--- config.mk ---
export PLATFORM = sky130hd
export DESIGN_NAME = sensor_frame_crc_decoder_flat
export DESIGN_NICKNAME = d
export VERILOG_FILES = /design/src/design/sfcd_pkg.sv /design/src/design/sfcd_if.sv /design/src/design/sfcd_frame_parse.sv /design/src/design/sensor_frame_crc_decoder.sv /design/src/flat_wrapper.sv
export SDC_FILE = /design/constraint.sdc
export NUM_CORES = 1
export LEC_CHECK = 0
export CAP_MARGIN = 20
export CORE_MARGIN = 1.5
export CORE_UTILIZATION = 65
export DETAILED_ROUTE_END_ITERATION = 8
export DONT_BUFFER_PORTS = 1
export PLACE_DENSITY = 0.79
export SYNTH_ARGS = -nofsm -noshare
export SYNTH_HDL_FRONTEND = slang
export SYNTH_SLANG_ARGS = --single-unit
--- constraint.sdc ---
create_clock -name clk -period 17.7 [get_ports clk]
set_clock_uncertainty 0.2 [all_clocks]
set_input_delay 1.77 -clock clk [delete_from_list [all_inputs] [get_ports clk]]
set_output_delay 1.77 -clock clk [all_outputs]
set_load 0.01 [all_outputs]
--- src/design/sfcd_pkg.sv ---
`default_nettype none
package sfcd_pkg;

  localparam logic [7:0] CRC_INIT = 8'hFF;
  localparam logic [7:0] CRC_POLY = 8'h31;
  localparam logic [3:0] FRAME_LAST = 4'd8;

  localparam logic [14:0] TEMP_SCALE = 15'd17500;
  localparam logic signed [15:0] TEMP_OFFSET = 16'sd4500;
  localparam logic [13:0] HUMID_SCALE = 14'd10000;

  // one completed frame, raw words and per-group crc results
  typedef struct packed {
    logic [15:0] co2_word;
    logic [15:0] temp_word;
    logic [15:0] humid_word;
    logic        co2_ok;
    logic        temp_ok;
    logic        humid_ok;
  } frame_t;

  // crc-8, msb first, no final xor
  function automatic logic [7:0] crc8_byte(input logic [7:0] crc, input logic [7:0] b);
    logic [7:0] c;
    c = crc ^ b;
    for (int k = 0; k < 8; k++) begin
      c = c[7] ? ({c[6:0], 1'b0} ^ CRC_POLY) : {c[6:0], 1'b0};
    end
    return c;
  endfunction

endpackage
`default_nettype wire

--- src/design/sfcd_if.sv ---
`default_nettype none
interface sfcd_in_if;
  logic       valid;
  logic       ready;
  logic [7:0] rx_byte;
  logic       frame_start;

  modport source (output valid, output rx_byte, output frame_start, input ready);
  modport sink (input valid, input rx_byte, input frame_start, output ready);
endinterface

interface sfcd_out_if;
  logic               valid;
  logic               ready;
  logic [15:0]        co2_ppm;
  logic               co2_valid;
  logic signed [14:0] temp_centi;
  logic               temp_valid;
  logic [13:0]        humid_centi;
  logic               humid_valid;
  logic               frame_ok;

  modport source (output valid, output co2_ppm, output co2_valid, output temp_centi,
                  output temp_valid, output humid_centi, output humid_valid,
                  output frame_ok, input ready);
  modport sink (input valid, input co2_ppm, input co2_valid, input temp_centi,
                input temp_valid, input humid_centi, input humid_valid,
                input frame_ok, output ready);
endinterface
`default_nettype wire

--- src/design/sfcd_frame_parse.sv ---
`default_nettype none
module sfcd_frame_parse
  import sfcd_pkg::*;
(
  input  wire logic       clk,
  input  wire logic       rst,
  input  wire logic       accept,
  input  wire logic [7:0] rx_byte,
  input  wire logic       frame_start,
  output frame_t          frame,
  output logic            frame_done
);

  logic [3:0]  pos;
  logic [7:0]  crc;
  logic [15:0] group_word;
  logic [15:0] co2_word;
  logic [15:0] temp_word;
  logic [2:0]  flags;

  logic [3:0]  pos_eff;
  logic [2:0]  flags_base;
  logic [3:0]  pos_next;
  logic [7:0]  crc_next;
  logic [15:0] group_word_next;
  logic [15:0] co2_word_next;
  logic [15:0] temp_word_next;
  logic [2:0]  flags_next;
  logic        good;

  always_comb begin
    pos_eff = (frame_start || pos > FRAME_LAST) ? 4'd0 : pos;
    flags_base = (pos_eff == 4'd0) ? 3'b000 : flags;
    good = (crc == rx_byte);

    crc_next = crc;
    group_word_next = group_word;
    co2_word_next = co2_word;
    temp_word_next = temp_word;
    flags_next = flags_base;

    case (pos_eff) inside
      4'd0, 4'd3, 4'd6: begin
        crc_next = crc8_byte(CRC_INIT, rx_byte);
        group_word_next = {rx_byte, 8'h00};
      end
      4'd1, 4'd4, 4'd7: begin
        crc_next = crc8_byte(crc, rx_byte);
        group_word_next = {group_word[15:8], rx_byte};
      end
      4'd2: begin
        flags_next[0] = flags_base[0] | good;
        co2_word_next = good ? group_word : 16'h0000;
      end
      4'd5: begin
        flags_next[1] = flags_base[1] | good;
        temp_word_next = good ? group_word : 16'h0000;
      end
      default: begin
        flags_next[2] = flags_base[2] | good;
      end
    endcase

    pos_next = (pos_eff == FRAME_LAST) ? 4'd0 : pos_eff + 4'd1;

    frame_done = accept && (pos_eff == FRAME_LAST);
    frame.co2_word = co2_word;
    frame.temp_word = temp_word;
    frame.humid_word = group_word;
    frame.co2_ok = flags_base[0];
    frame.temp_ok = flags_base[1];
    frame.humid_ok = good;
  end

  always_ff @(posedge clk) begin
    if (rst) begin
      pos <= 4'd0;
      crc <= CRC_INIT;
      group_word <= 16'h0000;
      co2_word <= 16'h0000;
      temp_word <= 16'h0000;
      flags <= 3'b000;
    end else if (accept) begin
      pos <= pos_next;
      crc <= crc_next;
      group_word <= group_word_next;
      co2_word <= co2_word_next;
      temp_word <= temp_word_next;
      flags <= flags_next;
    end
  end

  a_pos_range: assert property (@(posedge clk) disable iff (rst) pos <= FRAME_LAST)
    else $error("frame position out of range");

  a_start_restarts: assert property (@(posedge clk) disable iff (rst)
    accept && frame_start |=> pos == 4'd1)
    else $error("start mark did not restart the frame");

  a_last_wraps: assert property (@(posedge clk) disable iff (rst)
    frame_done |=> pos == 4'd0)
    else $error("position did not wrap after last byte");

endmodule
`default_nettype wire

--- src/design/sensor_frame_crc_decoder.sv ---
// Sensor measurement frame decoder with per-group CRC-8 check.
//
// rx channel: one response byte per transfer, frame_start marks byte 0 of a
// nine-byte frame (a byte at position 0 counts as byte 0 even without it).
// Each group of three bytes is a 16-bit word, high byte first, and its CRC-8
// (poly 0x31, init 0xFF). meas channel: one transfer per completed frame with
// the CO2 word, temperature and humidity in hundredths, a valid flag per
// word (failed words read zero) and frame_ok when all three groups passed.
//
// Throughput: one byte per cycle while rx.ready is high; the CRC update of a
// byte is combinational logic. The frame register loads at the ninth byte
// transfer, then the scaling multipliers feed the output register.
//
// Reset empties both stages, clears the frame position, sets the CRC to 0xFF.
// When meas stalls, the output register holds; the frame register behind it
// still takes one more frame, and rx.ready drops only once both are full.
`default_nettype none
module sensor_frame_crc_decoder
  import sfcd_pkg::*;
(
  input  wire logic clk,
  input  wire logic rst,
  sfcd_in_if.sink   rx,
  sfcd_out_if.source meas
);

  frame_t frame;
  logic   frame_done;
  logic   rx_accept;

  frame_t a_frame;
  logic   a_valid;
  logic   out_adv;
  logic   a_adv;

  logic [30:0]        temp_prod;
  logic [29:0]        humid_prod;
  logic signed [15:0] temp_full;

  assign out_adv = !meas.valid || meas.ready;
  assign a_adv = !a_valid || out_adv;
  assign rx.ready = a_adv;
  assign rx_accept = rx.valid && rx.ready;

  sfcd_frame_parse u_parse (
    .clk        (clk),
    .rst        (rst),
    .accept     (rx_accept),
    .rx_byte    (rx.rx_byte),
    .frame_start(rx.frame_start),
    .frame      (frame),
    .frame_done (frame_done)
  );

  // frame register
  always_ff @(posedge clk) begin
    if (rst) begin
      a_valid <= 1'b0;
    end else if (a_adv) begin
      a_valid <= frame_done;
    end
  end

  always_ff @(posedge clk) begin
    if (a_adv && frame_done) begin
      a_frame <= frame;
    end
  end

  // fixed-point scaling, floor by dropping 16 fraction bits
  always_comb begin
    temp_prod = 31'(TEMP_SCALE) * 31'(a_frame.temp_word);
    humid_prod = 30'(HUMID_SCALE) * 30'(a_frame.humid_word);
    temp_full = $signed({1'b0, temp_prod[30:16]}) - TEMP_OFFSET;
  end

  // output register
  always_ff @(posedge clk) begin
    if (rst) begin
      meas.valid <= 1'b0;
    end else if (out_adv) begin
      meas.valid <= a_valid;
    end
  end

  always_ff @(posedge clk) begin
    if (out_adv && a_valid) begin
      meas.co2_ppm <= a_frame.co2_ok ? a_frame.co2_word : 16'h0000;
      meas.co2_valid <= a_frame.co2_ok;
      meas.temp_centi <= a_frame.temp_ok ? temp_full[14:0] : 15'sd0;
      meas.temp_valid <= a_frame.temp_ok;
      meas.humid_centi <= a_frame.humid_ok ? humid_prod[29:16] : 14'd0;
      meas.humid_valid <= a_frame.humid_ok;
      meas.frame_ok <= a_frame.co2_ok && a_frame.temp_ok && a_frame.humid_ok;
    end
  end

  a_stage_kept: assert property (@(posedge clk) disable iff (rst)
    a_valid && !out_adv |=> a_valid)
    else $error("frame register dropped a frame under stall");

  a_temp_zero: assert property (@(posedge clk) disable iff (rst)
    meas.valid && !meas.temp_valid |-> meas.temp_centi == 15'sd0)
    else $error("failed temperature word not zero");

  a_ok_flags: assert property (@(posedge clk) disable iff (rst)
    meas.valid |-> meas.frame_ok == (meas.co2_valid && meas.temp_valid && meas.humid_valid))
    else $error("frame_ok disagrees with group flags");

endmodule
`default_nettype wire
--- src/flat_wrapper.sv ---
// flat-port wrapper written by rule: the top's interface ports become plain ports
module sensor_frame_crc_decoder_flat import sfcd_pkg::*;
  (clk, rst, rx_valid, rx_rx_byte, rx_frame_start, rx_ready, meas_valid, meas_co2_ppm, meas_co2_valid, meas_temp_centi, meas_temp_valid, meas_humid_centi, meas_humid_valid, meas_frame_ok, meas_ready);
  sfcd_in_if rx_i ();
  sfcd_out_if meas_i ();
  input  wire logic clk;
  input  wire logic rst;
  input wire logic [$bits(rx_i.valid)-1:0] rx_valid;
  input wire logic [$bits(rx_i.rx_byte)-1:0] rx_rx_byte;
  input wire logic [$bits(rx_i.frame_start)-1:0] rx_frame_start;
  output wire logic [$bits(rx_i.ready)-1:0] rx_ready;
  output wire logic [$bits(meas_i.valid)-1:0] meas_valid;
  output wire logic [$bits(meas_i.co2_ppm)-1:0] meas_co2_ppm;
  output wire logic [$bits(meas_i.co2_valid)-1:0] meas_co2_valid;
  output wire logic [$bits(meas_i.temp_centi)-1:0] meas_temp_centi;
  output wire logic [$bits(meas_i.temp_valid)-1:0] meas_temp_valid;
  output wire logic [$bits(meas_i.humid_centi)-1:0] meas_humid_centi;
  output wire logic [$bits(meas_i.humid_valid)-1:0] meas_humid_valid;
  output wire logic [$bits(meas_i.frame_ok)-1:0] meas_frame_ok;
  input wire logic [$bits(meas_i.ready)-1:0] meas_ready;
  assign rx_i.valid = rx_valid;
  assign rx_i.rx_byte = rx_rx_byte;
  assign rx_i.frame_start = rx_frame_start;
  assign rx_ready = rx_i.ready;
  assign meas_valid = meas_i.valid;
  assign meas_co2_ppm = meas_i.co2_ppm;
  assign meas_co2_valid = meas_i.co2_valid;
  assign meas_temp_centi = meas_i.temp_centi;
  assign meas_temp_valid = meas_i.temp_valid;
  assign meas_humid_centi = meas_i.humid_centi;
  assign meas_humid_valid = meas_i.humid_valid;
  assign meas_frame_ok = meas_i.frame_ok;
  assign meas_i.ready = meas_ready;
  sensor_frame_crc_decoder u_core (.clk(clk), .rst(rst), .rx(rx_i), .meas(meas_i));
endmodule
==> impl_metrics.ini <==
[timing]
holdWs_ns = 0.231
hold_violations = 0
setup_viol = 0
tightest_slew_ns = 0.775
rsz0062_at_grt = no
drv_slew = 0
post-route-min-period_ns = 6.28
timing.fmax_ghz = 0.159
fin_crit_sh = 0.355
setup_tns_ns = 0
relSlewSlack = 0.482

[power_and_ir_drop]
ir_drop_uv = 72.2
p_leak_nw = 5.83
power.total_uw = 822
p_per_area_nw_per_um2 = 65.0

[worst_setup_path]
crit_path_cell_trace = ha_1, inv_1, fa_1, inv_1, ha_1, fa_1, inv_1, fa_1, inv_1, ha_1, a21o_1, a21o_1, a22o_1, nor3_1, o21bai_1, xnor2_1, ha_1, inv_1, o221ai_2, nand3_1, a31oi_4, nand3_2, a2111o_1, a31oi_1
critPathMaxFanout = 6
r2r-end = u_core.meas.temp_centi[14]
cp-end-kind = register
rr_startpoint = u_core.a_frame[30]
worst-path-buf-inv = 5
cpMostUsedCell = inv_1
worst_path_max_delay_cell = fa_1
worstRegToRegCells = 24
required_ns = 17.77
critPathLaunchType = register
critPathMaxStageDelay_ns = 0.52
arrival_ns = 6.35
cp_top_family = adder cells
regToRegSetupSlack_ns = 11.42
path_class = register to register

[placement]
gp_congestion = 0.865
placed_area_um2 = 12100
portBuffers = 0
dp_hpwl_um = 17000

[synth]
syn_area_um2 = 11900
yosys.area.top_type = edfxtp_1
syn_area_per_cell_um2 = 10.4
ys_warn_count = 0
synth_area_leaders = edfxtp_1 (25%), ha_1 (18%), fa_1 (13%), dfxtp_1 (11%), inv_1 (6.4%)
synth_ff_type = edfxtp_1
async_flop_share = 0
synth_top_area_frac = 0.253
ys_ff_latch = 164
synth_edf_count = 100
netlist_instances = 1138
syn_nets = 1397
synth.distinct_cells = 74
ys_seq_area_frac = 0.361

[routing]
vias = 7954
wl_per_cell_um = 17.3
first_iter_violations = 510
wirelength_um = 23700
antenna_left = 0
drc = 0
vias_per_cell = 5.81
dr.pass1.iters = 5

[cts]
cts.root.buffer_cell = clkbuf_16
clk-insertion-delay-late_ns = 0.43
clockBufferDepth = 2
cts_hold_buffers = 0
post_cts_resized = 0
clock_sinks = 164
cts_setup_buffers = 0
clkTransAtPathRegs_ns = 0.07
cts_made_buffers = 17
htreeDepth = 4
cts_tree = done

[global_routing]
grt_pass1_vias = 8067
antenna_found_initial = 0
grt_pass1_wl_um = 39400
grt_max_degree = 65
grt_overflow_total = 0
grtUsageTotal = 0.258

[hold_path]
hp-start = u_core.u_parse.co2_word[9]
min_to = u_core.a_frame[44]
whs_path_depth = 0
hold_path_class = register to register

[die]
start_util = 0.663
die_area_um2 = 19100
fp-row-count = 49
io_pins = 64
core_um2 = 17900
die_w_um = 138
die_h_um = 138

[final_layout]
antenna_cells = 0
nets = 1387
final_common_cell = inv_1
layout_common_cells = inv_1 (200), ha_1 (168), edfxtp_1 (100), fa_1 (78), a21oi_1 (77)
finalInstanceArea_um2 = 12600
area_delta_synth_final_pct = 6.60
drive_gt1_frac = 0.0552

[outcome]
outcome = complete, no violations

[run]
maxCapViolCount = 0
state kept, by name, summed over array words and instances, names as in the netlist:
name and count:
u_core.u_parse.temp_word 16, u_core.u_parse.group_word 16, u_core.u_parse.flags 2, u_core.meas.valid 1, u_core.a_frame 51, u_core.meas.temp_valid 1
u_core.meas.frame_ok 1, u_core.a_valid 1, u_core.u_parse.pos 4, u_core.meas.humid_centi 14, u_core.meas.co2_ppm 16, u_core.u_parse.crc 8
u_core.meas.co2_valid 1, u_core.u_parse.co2_word 16, u_core.meas.humid_valid 1, u_core.meas.temp_centi 15
cell families (layout without fill, tap and decap cells):
logic type	after synthesis	count (layout)	share of synthesized area
AO/OA/AOI/OAI	166	166	0.0930
XOR/XNOR	63	63	0.0484
adder cells (fa/ha/maj)	246	246	0.309
buffers and inverters	236	239	0.0755
flip-flops	164	164	0.361
multiplexers	1	1	0.000844
AND/OR/NAND/NOR	262	262	0.112
how the worst max path moves through the flow:
stage	cells past startpoint	start	to
2_1_floorplan	24	u_core.a_frame[30]	u_core.meas.temp_centi[14]
3_3_place_gp	24	u_core.a_frame[30]	u_core.meas.temp_centi[14]
3_5_place_dp	24	u_core.a_frame[30]	u_core.meas.temp_centi[14]
4_1_cts	24	u_core.a_frame[30]	u_core.meas.temp_centi[14]
5_1_grt	24	u_core.a_frame[30]	u_core.meas.temp_centi[14]
6_report	24	u_core.a_frame[30]	u_core.meas.temp_centi[14]
where the power goes:
group / leakage [nW] / total, mW / switching, mW / internal [mW]
sequential: 1.49 / 0.412 / 0.00654 / 0.405
combinational: 4.07 / 0.0439 / 0.0245 / 0.0195
clock: 0.280 / 0.367 / 0.168 / 0.199
stage by stage:
stage,util,setup slack [ns],instances
4_1_cts,0.706,11.42,1370
3_5_place_dp,0.674,11.41,1338
2_1_floorplan,-,11.86,1138
3_3_place_gp,0.674,11.59,1338
6_report,0.706,11.42,1370
5_1_grt,0.706,11.07,1370
area by class of cell:
cell class / count / area (um^2)
Multi-Input combinational cell: 738 / 6700
Fill cell: 1263 / 5260
Sequential cell: 164 / 4280
Inverter: 201 / 754
Clock buffer: 19 / 433
Tap cell: 229 / 287
Clock inverter: 13 / 144
Timing Repair Buffer: 6 / 45.0
routing by layer:
| metal | up-vias | global-route usage | share of wire | wire length, um |
|---|---|---|---|---|
| li1 | 3812 | - | - | - |
| met1 | 3861 | 0.345 | 0.44 | 10400 |
| met2 | 243 | 0.427 | 0.49 | 11500 |
| met3 | 38 | 0.0481 | 0.052 | 1230 |
| met4 | 0 | 0.0831 | 0.022 | 532 |
| met5 | - | 0 | 0 | 0 |
Yosys cell counts, drive strengths merged (4+ instances only):
master and n:
xor2 14, and2 35, or3 4, nand2b 6, nor2b 5, o21ai 25
fa 78, dfxtp 64, nand4 8, ha 168, a22oi 4, a21o 10
a31oi 4, clkbuf 33, nand2 70, and3 11, nor3 18, a21oi 80
nor2 38, edfxtp 100, o21bai 4, nand3 52, nor3b 4, a211o 8
inv 201, xnor2 49
(Power assumes the default switching activity.)
